<file path="src/rtl/core/egcd_pkg.sv">
// ----------------------------------------------------------------------------
// egcd_pkg
// Shared widths, datapath control types and operation codes for the binary
// extended GCD block.
// ----------------------------------------------------------------------------
package egcd_pkg;

	localparam int VALUE_W = 32;
	localparam int GCD_W   = 32;
	localparam int COEF_W  = 33;

	typedef logic [VALUE_W-1:0]       value_t;
	typedef logic [GCD_W-1:0]         gcd_t;
	typedef logic signed [COEF_W-1:0] coef_t;

	// Operation codes of the shared arithmetic unit.
	localparam logic ALU_HALVE = 1'b0;
	localparam logic ALU_SUB   = 1'b1;

	typedef struct packed {
		logic op;     // ALU_HALVE or ALU_SUB
		logic sel_v;  // 0: works on u and its pair, 1: on v and its pair
	} alu_ctl_t;

	typedef struct packed {
		logic gt;       // u > v
		logic eq;       // u == v
		logic sel_odd;  // selected working value is odd
	} alu_stat_t;

endpackage

</file>
<file path="src/rtl/core/egcd_if.sv">
// ----------------------------------------------------------------------------
// egcd_if
// Valid/ready stream interfaces for the operand and result channels.
// ----------------------------------------------------------------------------
interface egcd_in_if;
	import egcd_pkg::*;

	logic   valid;
	logic   ready;
	value_t value_a;
	value_t value_b;

	modport source (output valid, output value_a, output value_b, input ready);
	modport sink   (input valid, input value_a, input value_b, output ready);
endinterface

interface egcd_out_if;
	import egcd_pkg::*;

	logic  valid;
	logic  ready;
	gcd_t  gcd;
	coef_t coef_a;
	coef_t coef_b;
	logic  zero_operand;

	modport source (output valid, output gcd, output coef_a, output coef_b,
		output zero_operand, input ready);
	modport sink   (input valid, input gcd, input coef_a, input coef_b,
		input zero_operand, output ready);
endinterface

</file>
<file path="src/rtl/core/egcd_alu.sv">
// ----------------------------------------------------------------------------
// egcd_alu
// Shared arithmetic unit: subtracts one working value and its coefficient
// pair from the other, or halves a working value and its pair.
// ----------------------------------------------------------------------------
module egcd_alu #(
	parameter int W  = 32,
	parameter int CW = 36
) (
	input  egcd_pkg::alu_ctl_t        ctl,
	input  logic [W-1:0]              a,
	input  logic [W-1:0]              b,
	input  logic [W-1:0]              u,
	input  logic [W-1:0]              v,
	input  logic signed [CW-1:0]      x1,
	input  logic signed [CW-1:0]      x2,
	input  logic signed [CW-1:0]      y1,
	input  logic signed [CW-1:0]      y2,
	output logic [W-1:0]              res_w,
	output logic signed [CW-1:0]      res_c1,
	output logic signed [CW-1:0]      res_c2,
	output egcd_pkg::alu_stat_t       stat
);
	import egcd_pkg::*;

	logic [W-1:0]          sel_w;
	logic [W-1:0]          oth_w;
	logic signed [CW-1:0]  sel_c1;
	logic signed [CW-1:0]  sel_c2;
	logic signed [CW-1:0]  oth_c1;
	logic signed [CW-1:0]  oth_c2;
	logic                  fix;
	logic signed [CW:0]    sum1;
	logic signed [CW:0]    sum2;

	assign sel_w  = ctl.sel_v ? v  : u;
	assign oth_w  = ctl.sel_v ? u  : v;
	assign sel_c1 = ctl.sel_v ? y1 : x1;
	assign sel_c2 = ctl.sel_v ? y2 : x2;
	assign oth_c1 = ctl.sel_v ? x1 : y1;
	assign oth_c2 = ctl.sel_v ? x2 : y2;

	assign stat.gt      = u > v;
	assign stat.eq      = u == v;
	assign stat.sel_odd = sel_w[0];

	// An odd pair is made even by adding b to the first member and taking a
	// from the second, which keeps the pair's value unchanged modulo a*b.
	assign fix  = sel_c1[0] | sel_c2[0];
	assign sum1 = {sel_c1[CW-1], sel_c1}
		+ (fix ? {{(CW+1-W){1'b0}}, b} : {(CW+1){1'b0}});
	assign sum2 = {sel_c2[CW-1], sel_c2}
		- (fix ? {{(CW+1-W){1'b0}}, a} : {(CW+1){1'b0}});

	always_comb begin
		case (ctl.op)
			ALU_SUB: begin
				res_w  = sel_w - oth_w;
				res_c1 = sel_c1 - oth_c1;
				res_c2 = sel_c2 - oth_c2;
			end
			default: begin
				res_w  = {1'b0, sel_w[W-1:1]};
				res_c1 = sum1[CW:1];
				res_c2 = sum2[CW:1];
			end
		endcase
	end

endmodule

</file>
<file path="src/rtl/core/extended_binary_gcd.sv">
// ----------------------------------------------------------------------------
// extended_binary_gcd
// Binary extended Euclidean GCD with signed Bezout coefficients.
// ----------------------------------------------------------------------------
// One transaction on operands gives one transaction on result. The block
// works on one operand pair at a time and is not ready while it does. A pair
// has its common factors of two stripped first; then each working value is
// halved until it is odd, and subtraction steps, each followed by halving of
// the changed working value, run until the two working values are equal, all
// through a single shared subtract/halve unit, before the result is loaded.
// A zero operand skips these steps and is reported with zero_operand set and
// all other fields zero. The coefficients satisfy
// coef_a*a' + coef_b*b' == gcd >> t, where a' and b' are the operands with
// their t common factors of two removed. A new pair may be accepted while
// the previous result still waits to be taken.
// ----------------------------------------------------------------------------
module extended_binary_gcd #(
	parameter int OPERAND_WIDTH = 32
) (
	input  logic        clk,
	input  logic        arst_n,
	egcd_in_if.sink     operands,
	egcd_out_if.source  result
);
	import egcd_pkg::*;

	localparam int OPW = (OPERAND_WIDTH < VALUE_W) ? OPERAND_WIDTH : VALUE_W;
	localparam int CW  = OPW + 4;
	localparam int TW  = $clog2(OPW);

	localparam logic [2:0] ST_IDLE  = 3'd0;
	localparam logic [2:0] ST_STRIP = 3'd1;
	localparam logic [2:0] ST_HALVE = 3'd2;
	localparam logic [2:0] ST_MAIN  = 3'd3;
	localparam logic [2:0] ST_DONE  = 3'd4;

	logic [2:0]            state_q;
	logic [OPW-1:0]        a_q, b_q, u_q, v_q;
	logic signed [CW-1:0]  x1_q, x2_q, y1_q, y2_q;
	logic [TW-1:0]         twos_q;
	logic                  side_q;
	logic                  init_q;
	logic                  err_q;

	logic                  out_valid_q;
	gcd_t                  gcd_q;
	coef_t                 coef_a_q, coef_b_q;
	logic                  zero_q;

	alu_ctl_t              ctl;
	alu_stat_t             stat;
	logic [OPW-1:0]        res_w;
	logic signed [CW-1:0]  res_c1, res_c2;

	logic [OPW-1:0]        in_a, in_b;
	logic                  write_back;
	logic                  wb_side;
	logic                  load_out;
	logic [OPW-1:0]        gcd_sh;
	logic [OPW+GCD_W-1:0]  gcd_ext;
	logic [CW+COEF_W-1:0]  y1_ext, y2_ext;

	assign in_a = operands.value_a[OPW-1:0];
	assign in_b = operands.value_b[OPW-1:0];

	assign operands.ready = (state_q == ST_IDLE);

	always_comb begin
		ctl.op    = ALU_HALVE;
		ctl.sel_v = side_q;
		if (state_q == ST_MAIN) begin
			ctl.op    = ALU_SUB;
			ctl.sel_v = ~stat.gt;
		end
	end

	egcd_alu #(
		.W  (OPW),
		.CW (CW)
	) u_alu (
		.ctl    (ctl),
		.a      (a_q),
		.b      (b_q),
		.u      (u_q),
		.v      (v_q),
		.x1     (x1_q),
		.x2     (x2_q),
		.y1     (y1_q),
		.y2     (y2_q),
		.res_w  (res_w),
		.res_c1 (res_c1),
		.res_c2 (res_c2),
		.stat   (stat)
	);

	assign write_back = ((state_q == ST_HALVE) && !stat.sel_odd)
		|| ((state_q == ST_MAIN) && !stat.eq);
	assign wb_side    = ctl.sel_v;
	assign load_out   = (state_q == ST_DONE) && (!out_valid_q || result.ready);

	assign gcd_sh  = v_q << twos_q;
	assign gcd_ext = {{GCD_W{1'b0}}, gcd_sh};
	assign y1_ext  = {{COEF_W{y1_q[CW-1]}}, y1_q};
	assign y2_ext  = {{COEF_W{y2_q[CW-1]}}, y2_q};

	// Sequencer and working registers.
	always_ff @(posedge clk or negedge arst_n) begin
		if (!arst_n) begin
			state_q <= ST_IDLE;
			twos_q  <= '0;
			side_q  <= 1'b0;
			init_q  <= 1'b0;
			err_q   <= 1'b0;
		end else begin
			case (state_q)
				ST_IDLE: begin
					if (operands.valid) begin
						twos_q <= '0;
						if (in_a == '0 || in_b == '0) begin
							err_q   <= 1'b1;
							state_q <= ST_DONE;
						end else begin
							err_q   <= 1'b0;
							state_q <= ST_STRIP;
						end
					end
				end
				ST_STRIP: begin
					if (!a_q[0] && !b_q[0]) begin
						twos_q <= twos_q + 1'b1;
					end else begin
						side_q  <= 1'b0;
						init_q  <= 1'b1;
						state_q <= ST_HALVE;
					end
				end
				ST_HALVE: begin
					if (stat.sel_odd) begin
						if (init_q && !side_q) begin
							side_q <= 1'b1;
						end else begin
							init_q  <= 1'b0;
							state_q <= ST_MAIN;
						end
					end
				end
				ST_MAIN: begin
					if (stat.eq) begin
						state_q <= ST_DONE;
					end else begin
						side_q  <= ~stat.gt;
						state_q <= ST_HALVE;
					end
				end
				ST_DONE: begin
					if (load_out) begin
						state_q <= ST_IDLE;
					end
				end
				default: begin
					state_q <= ST_IDLE;
				end
			endcase
		end
	end

	// Datapath registers carry no reset.
	always_ff @(posedge clk) begin
		if (state_q == ST_IDLE && operands.valid) begin
			a_q <= in_a;
			b_q <= in_b;
		end else if (state_q == ST_STRIP) begin
			if (!a_q[0] && !b_q[0]) begin
				a_q <= a_q >> 1;
				b_q <= b_q >> 1;
			end else begin
				u_q  <= a_q;
				v_q  <= b_q;
				x1_q <= CW'(1);
				x2_q <= '0;
				y1_q <= '0;
				y2_q <= CW'(1);
			end
		end else if (write_back) begin
			if (wb_side) begin
				v_q  <= res_w;
				y1_q <= res_c1;
				y2_q <= res_c2;
			end else begin
				u_q  <= res_w;
				x1_q <= res_c1;
				x2_q <= res_c2;
			end
		end
	end

	// Output register: holds a finished result until the sink takes it.
	always_ff @(posedge clk or negedge arst_n) begin
		if (!arst_n) begin
			out_valid_q <= 1'b0;
		end else if (load_out) begin
			out_valid_q <= 1'b1;
		end else if (result.ready) begin
			out_valid_q <= 1'b0;
		end
	end

	always_ff @(posedge clk) begin
		if (load_out) begin
			if (err_q) begin
				gcd_q    <= '0;
				coef_a_q <= '0;
				coef_b_q <= '0;
				zero_q   <= 1'b1;
			end else begin
				gcd_q    <= gcd_ext[GCD_W-1:0];
				coef_a_q <= y1_ext[COEF_W-1:0];
				coef_b_q <= y2_ext[COEF_W-1:0];
				zero_q   <= 1'b0;
			end
		end
	end

	assign result.valid        = out_valid_q;
	assign result.gcd          = gcd_q;
	assign result.coef_a       = coef_a_q;
	assign result.coef_b       = coef_b_q;
	assign result.zero_operand = zero_q;

	// Once a transaction is taken the block is not ready in the cycle after it.
	assert property (@(posedge clk) disable iff (!arst_n)
		operands.valid && operands.ready |=> !operands.ready)
		else $error("operand accepted while a pair was still in progress");

	// Subtraction steps only ever see two odd working values.
	assert property (@(posedge clk) disable iff (!arst_n)
		state_q == ST_MAIN |-> u_q[0] && v_q[0])
		else $error("even working value reached the subtraction step");

	// A pair of nonzero operands never reduces to a zero working value.
	assert property (@(posedge clk) disable iff (!arst_n)
		state_q == ST_HALVE |-> u_q != '0 && v_q != '0)
		else $error("working value collapsed to zero");

	// An error result carries zero in every other field.
	assert property (@(posedge clk) disable iff (!arst_n)
		result.valid && result.zero_operand |-> result.gcd == '0
			&& result.coef_a == '0 && result.coef_b == '0)
		else $error("zero operand result with nonzero fields");

	// A result is only loaded after the sequencer has reached its final state.
	assert property (@(posedge clk) disable iff (!arst_n)
		$rose(result.valid) |-> $past(state_q) == ST_DONE)
		else $error("result appeared without a finished pair");

endmodule

</file>
<file path="src/flat_wrapper.sv">
// flat-port wrapper written by rule: the top's interface ports become plain ports
module extended_binary_gcd_flat import egcd_pkg::*;
#(
	parameter int OPERAND_WIDTH = 32
)
  (clk, arst_n, operands_valid, operands_value_a, operands_value_b, operands_ready, result_valid, result_gcd, result_coef_a, result_coef_b, result_zero_operand, result_ready);
  egcd_in_if operands_i ();
  egcd_out_if result_i ();
  input  logic clk;
  input  logic arst_n;
  input wire logic [$bits(operands_i.valid)-1:0] operands_valid;
  input wire logic [$bits(operands_i.value_a)-1:0] operands_value_a;
  input wire logic [$bits(operands_i.value_b)-1:0] operands_value_b;
  output wire logic [$bits(operands_i.ready)-1:0] operands_ready;
  output wire logic [$bits(result_i.valid)-1:0] result_valid;
  output wire logic [$bits(result_i.gcd)-1:0] result_gcd;
  output wire logic [$bits(result_i.coef_a)-1:0] result_coef_a;
  output wire logic [$bits(result_i.coef_b)-1:0] result_coef_b;
  output wire logic [$bits(result_i.zero_operand)-1:0] result_zero_operand;
  input wire logic [$bits(result_i.ready)-1:0] result_ready;
  assign operands_i.valid = operands_valid;
  assign operands_i.value_a = operands_value_a;
  assign operands_i.value_b = operands_value_b;
  assign operands_ready = operands_i.ready;
  assign result_valid = result_i.valid;
  assign result_gcd = result_i.gcd;
  assign result_coef_a = result_i.coef_a;
  assign result_coef_b = result_i.coef_b;
  assign result_zero_operand = result_i.zero_operand;
  assign result_i.ready = result_ready;
  extended_binary_gcd #(.OPERAND_WIDTH(OPERAND_WIDTH)) u_core (.clk(clk), .arst_n(arst_n), .operands(operands_i), .result(result_i));
endmodule
</file>
<file path="config.mk">
export PLATFORM = sky130hd
export DESIGN_NAME = extended_binary_gcd_flat
export DESIGN_NICKNAME = d
export VERILOG_FILES = /design/src/rtl/core/egcd_pkg.sv /design/src/rtl/core/egcd_if.sv /design/src/rtl/core/egcd_alu.sv /design/src/rtl/core/extended_binary_gcd.sv /design/src/flat_wrapper.sv
export SDC_FILE = /design/constraint.sdc
export NUM_CORES = 1
export LEC_CHECK = 0
export BUFFER_PORTS_ARGS = -buffer_cell sky130_fd_sc_hd__buf_4
export CAP_MARGIN = 10
export CORE_AREA = 2 2 292 294
export DETAILED_ROUTE_END_ITERATION = 6
export DIE_AREA = 0 0 294 296
export PLACE_DENSITY_LB_ADDON = 0.12
export SYNTH_ARGS = -nofsm -noshare
export SYNTH_HDL_FRONTEND = slang
export SYNTH_SLANG_ARGS = --single-unit
</file>
<file path="constraint.sdc">
create_clock -name clk -period 12.75 [get_ports clk]
set_clock_uncertainty 0.1 [all_clocks]
set_input_delay 0 -clock clk [delete_from_list [all_inputs] [get_ports clk]]
set_output_delay 0 -clock clk [all_outputs]
set_load 0.02 [all_outputs]
</file>
-- Word level (Yosys, flattened, before mapping)
Cells that the tools add are included.
- bits in writable memories: 0
- bits of input ports: 68
- logic and storage cells: 141
- latch bits: 0
- memories kept: 0
- register bits: 383
- output and inout port bits: 101
- ROM bits: 0
- muxes and demuxes: 64
- reduce and logical (&&, ||, !) cells: 34
- magnitude comparators: 1
- shift-type cells: 1
- divide/modulo/power cells: 0
- equal/unequal tests: 14
- add/subtract/negate cells: 6
- bitwise operators: 3
- multiply operators: 0
- operators with widths (kind ; count):
    36-bit 2-to-1 mux ; 20
    32-bit 2-to-1 mux ; 19
    36-bit subtractor ; 2
    32-bit zero test ; 2
    36-bit by 33-bit adder with 37-bit output ; 1
    36-bit by 33-bit subtractor with 37-bit output ; 1
    32-bit == test ; 1
    32-bit greater-than comparator ; 1
    32-bit by 5-bit left shift with 32-bit output ; 1
    32-bit subtractor ; 1
    3-bit 2-to-1 mux ; 7
    3-bit one-hot mux with 5 select lines ; 1
    2-bit nonzero test ; 7
    2-bit inequality test, second input constant ; 6
    4-bit AND reduction ; 3
    1-bit 2-to-1 mux ; 11
    5-bit 2-to-1 mux ; 2
    5-bit one-hot mux with 2 select lines ; 1
    5-bit AND reduction ; 2
    3-bit by 2-bit == test with 1-bit output, second input constant ; 2
    1-bit logical AND ; 6
    1-bit zero test ; 6
    2-bit by 1-bit inequality test with 1-bit output, second input constant ; 3
    5-bit by 1-bit adder with 5-bit output, second input constant ; 1
    other kinds (12) ; 16

-- Longest topological paths before layout
Gate-level depths: netlist of run 1.
- word-level depth: 11
- mapped depth: 38

-- Modules after synthesis
A second synthesis of run 1 with hierarchy kept.
- cells, all modules: 2919
- area, all modules: 28860.2 um^2
- modules (own cells, without submodules) (module ; area an instance (um^2) ; cells an instance ; instances):
    extended_binary_gcd ; 16007.9 ; 1044 ; 1
    egcd_alu ; 12852.3 ; 1875 ; 1

-- Worst setup path after synthesis of run 1
No wires, ideal clock.
- path type: reg-to-reg
- start: register u_core.v_q[18]
- end: register u_core.u_q[0], enable pin
- arrival: 11.222 ns
- data required time: 11.925 ns
- stages on the path, launching flop included: 20
- path slack: 0.703 ns
- clock period less this slack: 12.047 ns
- cells stage by stage: edfxtp_1 inv_1 ha_1 buf_2 nand4_2 nor4_2 nand4_1 or4_4 and2_4 buf_6 nand2_2 buf_6 buf_4 buf_2 buf_2 buf_2 buf_2 o2111ai_1 a21oi_1 a21boi_0
- cells in the longest elaborated chain, start to end: 9
- ends and longest elaborated chain (item ; line ; text):
    start: declaration ; extended_binary_gcd.sv:38 ; logic [OPW-1:0] a_q, b_q, u_q, v_q;
    start signal: assignment ; extended_binary_gcd.sv:178 ; v_q <= b_q;
    start signal: assignment ; extended_binary_gcd.sv:186 ; v_q <= res_w;
    32-bit greater-than comparator ; egcd_alu.sv:43 ; assign stat.gt = u > v;
    1-bit NOT ; extended_binary_gcd.sv:73 ; ctl.sel_v = ~stat.gt;
    2-bit 2-to-1 mux ; extended_binary_gcd.sv:71 ; if (state_q == ST_MAIN) begin
    32-bit 2-to-1 mux ; egcd_alu.sv:36 ; assign sel_w = ctl.sel_v ? v : u;
    1-bit zero test ; extended_binary_gcd.sv:96 ; assign write_back = ((state_q == ST_HALVE) && !stat.sel_odd)
    1-bit logical AND ; extended_binary_gcd.sv:96 ;
    1-bit logical OR ; extended_binary_gcd.sv:97 ; || ((state_q == ST_MAIN) && !stat.eq);
    2-bit nonzero test (no line) ; -- ;
    4-bit AND reduction (no line) (*) ; -- ;
    end signal: assignment ; extended_binary_gcd.sv:177 ; u_q <= a_q;
    end signal: assignment ; extended_binary_gcd.sv:190 ; u_q <= res_w;
    end: declaration ; extended_binary_gcd.sv:38 ;
Mark *: on every way between the ends. The rest lies on a longest branch, timed or not.
A chain may end at the register's enable or synchronous reset.

-- Worst setup path after layout of run 1
- start: register u_core.v_q[21]
- end: register u_core.x2_q[35], data pin
- cells in the longest elaborated chain, start to end: 11
- ends and longest elaborated chain (item ; line ; text):
    32-bit greater-than comparator (*) ; egcd_alu.sv:43 ;
    1-bit NOT (*) ; extended_binary_gcd.sv:73 ;
    2-bit 2-to-1 mux (*) ; extended_binary_gcd.sv:71 ;
    36-bit 2-to-1 mux, on equally long branches ; egcd_alu.sv:38, egcd_alu.sv:39 ;
    1-bit OR ; egcd_alu.sv:49 ; assign fix = sel_c1[0] | sel_c2[0];
    32-bit 2-to-1 mux ; egcd_alu.sv:53 ; - (fix ? {{(CW+1-W){1'b0}}, a} : {(CW+1){1'b0}});
    36-bit by 33-bit subtractor with 37-bit output ; egcd_alu.sv:53 ;
    36-bit 2-to-1 mux (*) ; egcd_alu.sv:56 ; case (ctl.op)
    36-bit 2-to-1 mux (*) ; extended_binary_gcd.sv:185 ; if (wb_side) begin
    36-bit 2-to-1 mux (*) ; extended_binary_gcd.sv:184 ; end else if (write_back) begin
    36-bit 2-to-1 mux (*) ; extended_binary_gcd.sv:172 ; end else if (state_q == ST_STRIP) begin
    end signal: assignment ; extended_binary_gcd.sv:192 ; x2_q <= res_c2;
    end: declaration ; extended_binary_gcd.sv:39 ; logic signed [CW-1:0] x1_q, x2_q, y1_q, y2_q;
Mark *: on every way between the ends. The rest lies on a longest branch, timed or not. The select of a mux whose other input is x is not followed.

==> impl_metrics.json, run 1 <==
{
  "timing.rr.end": "u_core.x2_q[35]$_SDFFCE_PP0P_",
  "worst_path_max_delay_cell": "nand2_8",
  "place_ws_ns": 3.81,
  "yosysMostFrequentCell": "nand2_1",
  "finalSetupTns_ns": 0,
  "cts_root_buffer": "clkbuf_16",
  "ios": 169,
  "grt_pass1_vias": 24971,
  "vias_per_cell": 5.69,
  "criticalPathCategory": "reg2reg",
  "synth_top_area_cell": "edfxtp_1",
  "timing.critical_path.slowest_cell_delay_ns": 0.61,
  "utilization_pct": 40.1,
  "synth_cells": 3216,
  "worstHoldPathType": "in2reg",
  "dp_hpwl_um": 73100,
  "cts.reportedPaths.clkPinSlew_ns": 0.06,
  "dr.pass1.iters": 5,
  "fmax_mhz": 110,
  "yosysSeqAreaShare_pct": 39.2,
  "cp_max_fo": 117,
  "fin_crit_sh_pct": 71.1,
  "cp-end-kind": "flop",
  "synth_top_area_share_pct": 38.2,
  "die_h_um": 296,
  "wirelength_um": 103000,
  "start_util_pct": 34.6,
  "rrSetupSlack_ns": 3.69,
  "grt_pass1_wl_um": 154000,
  "numPortBuffers": 168,
  "reg2reg_from": "u_core.v_q[21]$_DFFE_PP_",
  "area_growth_pct": 15.7,
  "synth_seq_cells": 383,
  "grt.overflow.total": 0,
  "vias": 25575,
  "rsz0062_at_grt": "no",
  "synthArstFlopShare_pct": 3.13,
  "ys_top_cells_by_count": "nand2_1 (437), edfxtp_1 (371), nor2_1 (290)",
  "numCtsBuffers": 49,
  "syn_avg_cell_area_um2": 9.07,
  "route.detailed.drc": 0,
  "synth_cell_types": 98,
  "worst_slew_pin_slew_ns": 1.20,
  "min_to": "u_core.b_q[24]$_DFFE_PP_",
  "max-slew-margin-rel_pct": 20.0,
  "synthFlopType": "edfxtp_1",
  "insertion_delay_ns": 0.62,
  "whs_path_depth": 3,
  "nets": 3532,
  "htree_levels": 2,
  "grt_start_max_net_pins": 151,
  "period_needed_ns": 9.06,
  "crit_path_start": "u_core.v_q[21]$_DFFE_PP_",
  "synth_area_mm2": 0.0292,
  "maxCapViolations": 0,
  "core_area_mm2": 0.0842,
  "cts-resized-gates": 0,
  "clock_sinks": 383,
  "outcome": "completed",
  "clockBufferDepth": 3,
  "antenna_found_initial": 1,
  "drive_gt1_share_pct": 12.9,
  "cp.required_ns": 13.02,
  "slew_viol_final": 0,
  "floorplan.rows": 107,
  "yosysWarnings": 0,
  "critPathLaunchType": "flop",
  "gp_congestion": 0.927,
  "chipWidth_um": 294,
  "cts_tree": "done",
  "synth-edff-count": 371,
  "cp_common_cell": "a21o_1",
  "gr-usage-all-layers_pct": 23.1,
  "finalHoldViolations": 0,
  "hold_ws_ns": 0.148,
  "drtIter0Drc": 2260,
  "dieArea_mm2": 0.0870,
  "arrival_ns": 9.33,
  "wire_per_inst_um": 22.9,
  "hp-start": "operands_value_b[24]",
  "setup_slack_ns": 3.69,
  "finalSetupViolCount": 0,
  "ant_nets": 0,
  "syn-num-nets": 3384,
  "synthTopCellsByArea": "edfxtp_1 (38%), nand2_1 (5.6%), ha_1 (4.2%)",
  "r2r_cells": 29
}
cell usage in the layout (no fill, tap or decap), types with 52 or more instances in the layout:
cell type and count:
maj3_1 86, xnor2_1 113, ha_1 98, nand2_1 436, o21ai_0 202, edfxtp_1 371
a21o_1 62, nor2b_1 117, a21oi_1 202, nand2b_1 73, mux2_2 71, buf_4 194
nor2_1 287, inv_1 123, and2_1 52, dlygate4sd3_1 70, xor2_1 76, o22ai_1 78
state kept, by name, summed over array words and instances, names as in the netlist, 3 cells and up:
name	flops
u_core.y1_q	36
u_core.b_q	32
u_core.x1_q	36
u_core.y2_q	36
u_core.result.coef_a	33
u_core.a_q	32
u_core.result.gcd	32
u_core.x2_q	36
u_core.result.coef_b	33
u_core.twos_q	5
u_core.v_q	32
u_core.state_q	3
u_core.u_q	32
through the flow:
stage / std cells / instance area, µm²
finish: 4494 / 33700
CTS: 4493 / 33700
global placement: 4333 / 31400
global route: 4493 / 33700
detailed placement: 4333 / 31400
floorplan: 3216 / 29200
cell families after synthesis:
logic type | count (synthesis) | share of synthesized area [%]
flops | 383 | 39.2
compound gates | 839 | 18.7
simple gates | 1203 | 19.5
fa+ha+maj | 186 | 7.29
xor+xnor | 189 | 5.68
buf+inv | 293 | 4.06
mux | 123 | 5.56
worst max path at each step:
stage,end,depth (start not counted)
2_1_floorplan,u_core.u_q[0]$_DFFE_PP_,19
3_3_place_gp,u_core.x1_q[33]$_SDFFCE_PP0P_,29
3_5_place_dp,u_core.y2_q[35]$_SDFFCE_PP0P_,29
4_1_cts,u_core.x2_q[35]$_SDFFCE_PP0P_,29
5_1_grt,u_core.x2_q[35]$_SDFFCE_PP0P_,29
6_report,u_core.x2_q[35]$_SDFFCE_PP0P_,29
routing by layer:
layer  GRT usage, %  share of wire, %  vias up
li1               -                 -    12051
met1           31.1                44    12436
met4           6.74               2.9        0
met3           2.78               6.0      170
met2           38.9                47      918
met5              0                 0        -
critical path: cells and delay by family, from the launching register on:
family | cells | cell delay [ns]
AO/OA/AOI/OAI | 13 | 3.02
adder cells (fa/ha/maj) | 2 | 0.95
buffers and inverters | 2 | 0.54
flip-flops | 1 | 0.49
AND/OR/NAND/NOR | 12 | 3.59
final cells by class:
class                   count  area (µm²)
fillers                  8355       50500
repair buffers            265        2180
multi-input cells        2540       16600
clock inverters            33         348
clock buffers              57        1300
flip-flops and latches    383       11400
well taps                1090        1360
inverters                 125         469
diodes                      1        2.50
what timing repair did:
action / CTS / global route
setup buffers: 0 / 0
hold buffers: 70 / 0
hold endpoints to repair: 80 / 0
setup endpoints to repair: 0 / 0
Power of run 1 is not shown: default switching activity piles up to over one toggle a cycle in this logic, so the estimate is an artifact.
==> run 2: changes to the inputs <==
--- a/config.mk
+++ b/config.mk
@@ -5,11 +5,12 @@
 export SDC_FILE = /design/constraint.sdc
 export NUM_CORES = 1
 export LEC_CHECK = 0
+export ABC_AREA = 1
 export BUFFER_PORTS_ARGS = -buffer_cell sky130_fd_sc_hd__buf_4
 export CAP_MARGIN = 10
-export CORE_AREA = 2 2 292 294
+export CORE_AREA = 2 2 301 303
 export DETAILED_ROUTE_END_ITERATION = 6
-export DIE_AREA = 0 0 294 296
+export DIE_AREA = 0 0 303 305
 export PLACE_DENSITY_LB_ADDON = 0.12
 export SYNTH_ARGS = -nofsm -noshare
 export SYNTH_HDL_FRONTEND = slang
==> constraint.sdc (replaced) <==
create_clock -name clk -period 8.7 [get_ports clk]
set_clock_uncertainty 0.1 [all_clocks]
set_input_delay 0 -clock clk [delete_from_list [all_inputs] [get_ports clk]]
set_output_delay 0 -clock clk [all_outputs]
set_load 0.02 [all_outputs]
==> impl_metrics.json, run 2 <==
{
  "chipWidth_um": 303,
  "synth_top_area_cell": "edfxtp_1",
  "finalSetupTns_ns": 0,
  "arrival_ns": 7.27,
  "place_ws_ns": 1.68,
  "ys_top_cells_by_count": "nand2_1 (1304), inv_1 (716), nor2_1 (631)",
  "fmax_mhz": 142,
  "cts-resized-gates": 0,
  "fin_crit_sh_pct": 80.9,
  "insertion_delay_ns": 0.61,
  "timing.critical_path.slowest_cell_delay_ns": 0.59,
  "synth_area_mm2": 0.0309,
  "finalSetupViolCount": 0,
  "critPathTopFamily": "simple AND/OR/NAND/NOR gates",
  "utilization_pct": 39.9,
  "numPortBuffers": 168,
  "synth_cells": 4653,
  "area_growth_pct": 15.2,
  "yosysWarnings": 0,
  "ant_nets": 0,
  "dieArea_mm2": 0.0924,
  "route.detailed.drc": 11,
  "drive_gt1_share_pct": 7.04,
  "setup_slack_ns": 1.66,
  "nFillCells": 9538,
  "synthTopCellsByArea": "edfxtp_1 (36%), nand2_1 (16%), inv_1 (8.7%)",
  "nets": 5004,
  "synth_cell_types": 57,
  "synthArstFlopShare_pct": 3.13,
  "p_sw_mw": 0.863,
  "power_frac_clock_pct": 49.8,
  "max-slew-margin-rel_pct": 21.8,
  "worstHoldPathType": "in2reg",
  "gr-usage-all-layers_pct": 25.1,
  "cp-end-kind": "flop",
  "yosysSeqAreaShare_pct": 37.0,
  "critPathLaunchType": "flop",
  "syn-num-nets": 4821,
  "syn_avg_cell_area_um2": 6.65,
  "synth-edff-count": 371,
  "grt_start_max_net_pins": 130,
  "grt_pass1_wl_um": 177000,
  "grt.overflow.total": 0,
  "synth_top_area_share_pct": 36.0,
  "cell_internal_pwr_mw": 3.25,
  "final_common_cell": "nand2_1",
  "cts.reportedPaths.clkPinSlew_ns": 0.06,
  "core_area_mm2": 0.0893,
  "seq_power_share_pct": 48.4,
  "antenna_found_initial": 2,
  "wire_per_inst_um": 19.6,
  "cts_root_buffer": "clkbuf_16",
  "rsz0062_at_grt": "no",
  "floorplan.rows": 110,
  "p_per_area_mw_per_mm2": 115,
  "violations": "design-rule violations",
  "dp_hpwl_um": 90800,
  "worst_path_max_delay_cell": "nand3_4",
  "synthFlopType": "edfxtp_1",
  "criticalPathCategory": "reg2reg",
  "period_needed_ns": 7.04,
  "comb_power_share_pct": 1.8,
  "drtIter0Drc": 2676,
  "ir_drop_uv": 132,
  "num_antenna_cells": 0,
  "finalHoldViolations": 0,
  "start_util_pct": 34.6,
  "yosysMostFrequentCell": "nand2_1",
  "power_leakage_nw": 16.1,
  "vias": 31070,
  "cp.required_ns": 8.94,
  "gp_congestion": 0.994,
  "maxCapViolations": 0,
  "cts_setup_buffers": 0,
  "layout_common_cells": "nand2_1 (1301), inv_1 (713), nor2_1 (627)",
  "die_h_um": 305,
  "vias_per_cell": 5.14,
  "htree_levels": 2,
  "cp_common_cell": "nand2_1",
  "numCtsBuffers": 49,
  "slew_viol_final": 0,
  "worst_slew_pin_slew_ns": 1.16,
  "synth_seq_cells": 383,
  "grt_pass1_vias": 29427,
  "ios": 169,
  "dr.pass1.iters": 7,
  "cts_tree": "done",
  "outcome": "complete, but fails checks",
  "clock_sinks": 383,
  "clockBufferDepth": 3,
  "cp_max_fo": 36,
  "cp.buffers_inverters": 4,
  "power_switching_share_pct": 21.0,
  "wirelength_um": 118000
}
==> run 2: cell count changes after synthesis, sizes merged, moves of 73 or more <==
cell / delta
nor2: +347
a21oi: +106
nand3: +207
nand2: +871
o21ai: +251
maj3: -86
nand2b: -73
xnor2: -101
nor2b: -118
inv: +598
==> run 2: logic make-up (layout without fill, tap and decap cells) <==
kind of cell / count (synthesis) / count (layout) / synth area share (%)
and+or+nand+nor: 2366 / 2366 / 31.2
AOI/OAI and AO/OA: 894 / 894 / 15.6
buffers and inverters: 864 / 1080 / 10.8
DFF: 383 / 383 / 37.0
adders and majority gates: 100 / 100 / 4.09
xor gates and xnor gates: 34 / 34 / 0.962
muxes: 12 / 12 / 0.388
==> run 2: what timing repair did <==
action | in CTS | in global routing
hold buffers | 69 | 0
endpoints found under the setup margin | 0 | 0
hold endpoints to repair | 83 | 0
==> run 2: cell type report <==
cell class / instances / area [µm²] / area share (%)
flip-flops and latches: 383 / 11400 / 32.1
inverters: 725 / 2720 / 7.64
well taps: 1176 / 1470 / 4.13
repair buffers: 271 / 2240 / 6.29
clock inverters: 24 / 269 / 0.754
multi-input cells: 3406 / 16200 / 45.5
clock buffers: 60 / 1290 / 3.61
==> run 2: tightest hold or removal path: cells and delay by family <==
family / cells / cell delay [ns]
AOI/OAI and AO/OA: 1 / 0.06
buffers and inverters: 2 / 0.65
==> run 2: final timing paths <==
path                                                 startpoint  slack [ns]                         endpoint  cells after the start
worst min-delay path                               result_ready        0.04  u_core.result.valid$_DFFE_PN0P_                      3
worst max register to register         u_core.v_q[18]$_DFFE_PP_        1.66    u_core.y1_q[27]$_SDFFCE_PP0P_                     30
worst max-delay path                   u_core.v_q[18]$_DFFE_PP_        1.66    u_core.y1_q[27]$_SDFFCE_PP0P_                     30
min in group asynchronous                                arst_n        0.39  u_core.result.valid$_DFFE_PN0P_                      3
worst min register to register  u_core.result.valid$_DFFE_PN0P_        0.46  u_core.result.valid$_DFFE_PN0P_                      2
max in group asynchronous                                arst_n        7.66     u_core.twos_q[0]$_DFFE_PN0P_                      3
==> run 2: power groups by stage <==
stage | clock, mW | sequential (mW) | combinational (mW)
final | 2.05 | 1.99 | 0.0749
after detailed placement | 0 | 2.03 | 0.0493
after CTS | 2.10 | 1.99 | 0.0739
after global routing | 2.16 | 1.99 | 0.0764
after floorplan | 0 | 2.03 | 0.00154
after global placement | 0 | 2.03 | 0.0500
==> run 2: per-stage QoR <==
stage	hold WS, ns	cells	area, µm²	power (mW)
floorplan	-0.396	4653	30900	2.03
global placement	-0.248	5892	33400	2.08
detailed placement	-0.248	5892	33400	2.08
CTS	0.00122	6045	35700	4.17
global route	0.0492	6045	35700	4.22
finish	0.0440	6045	35700	4.11
==> run 2: routing by layer <==
metal  share of wire, %  track usage [%]  routed length, µm
met1                 47             35.5              55100
met2                 45             40.7              53600
met3                5.6             2.77               6650
met4                2.6             6.44               3040
met5                  0                0                  0
Note: power is estimated with default switching activity, not from simulation.
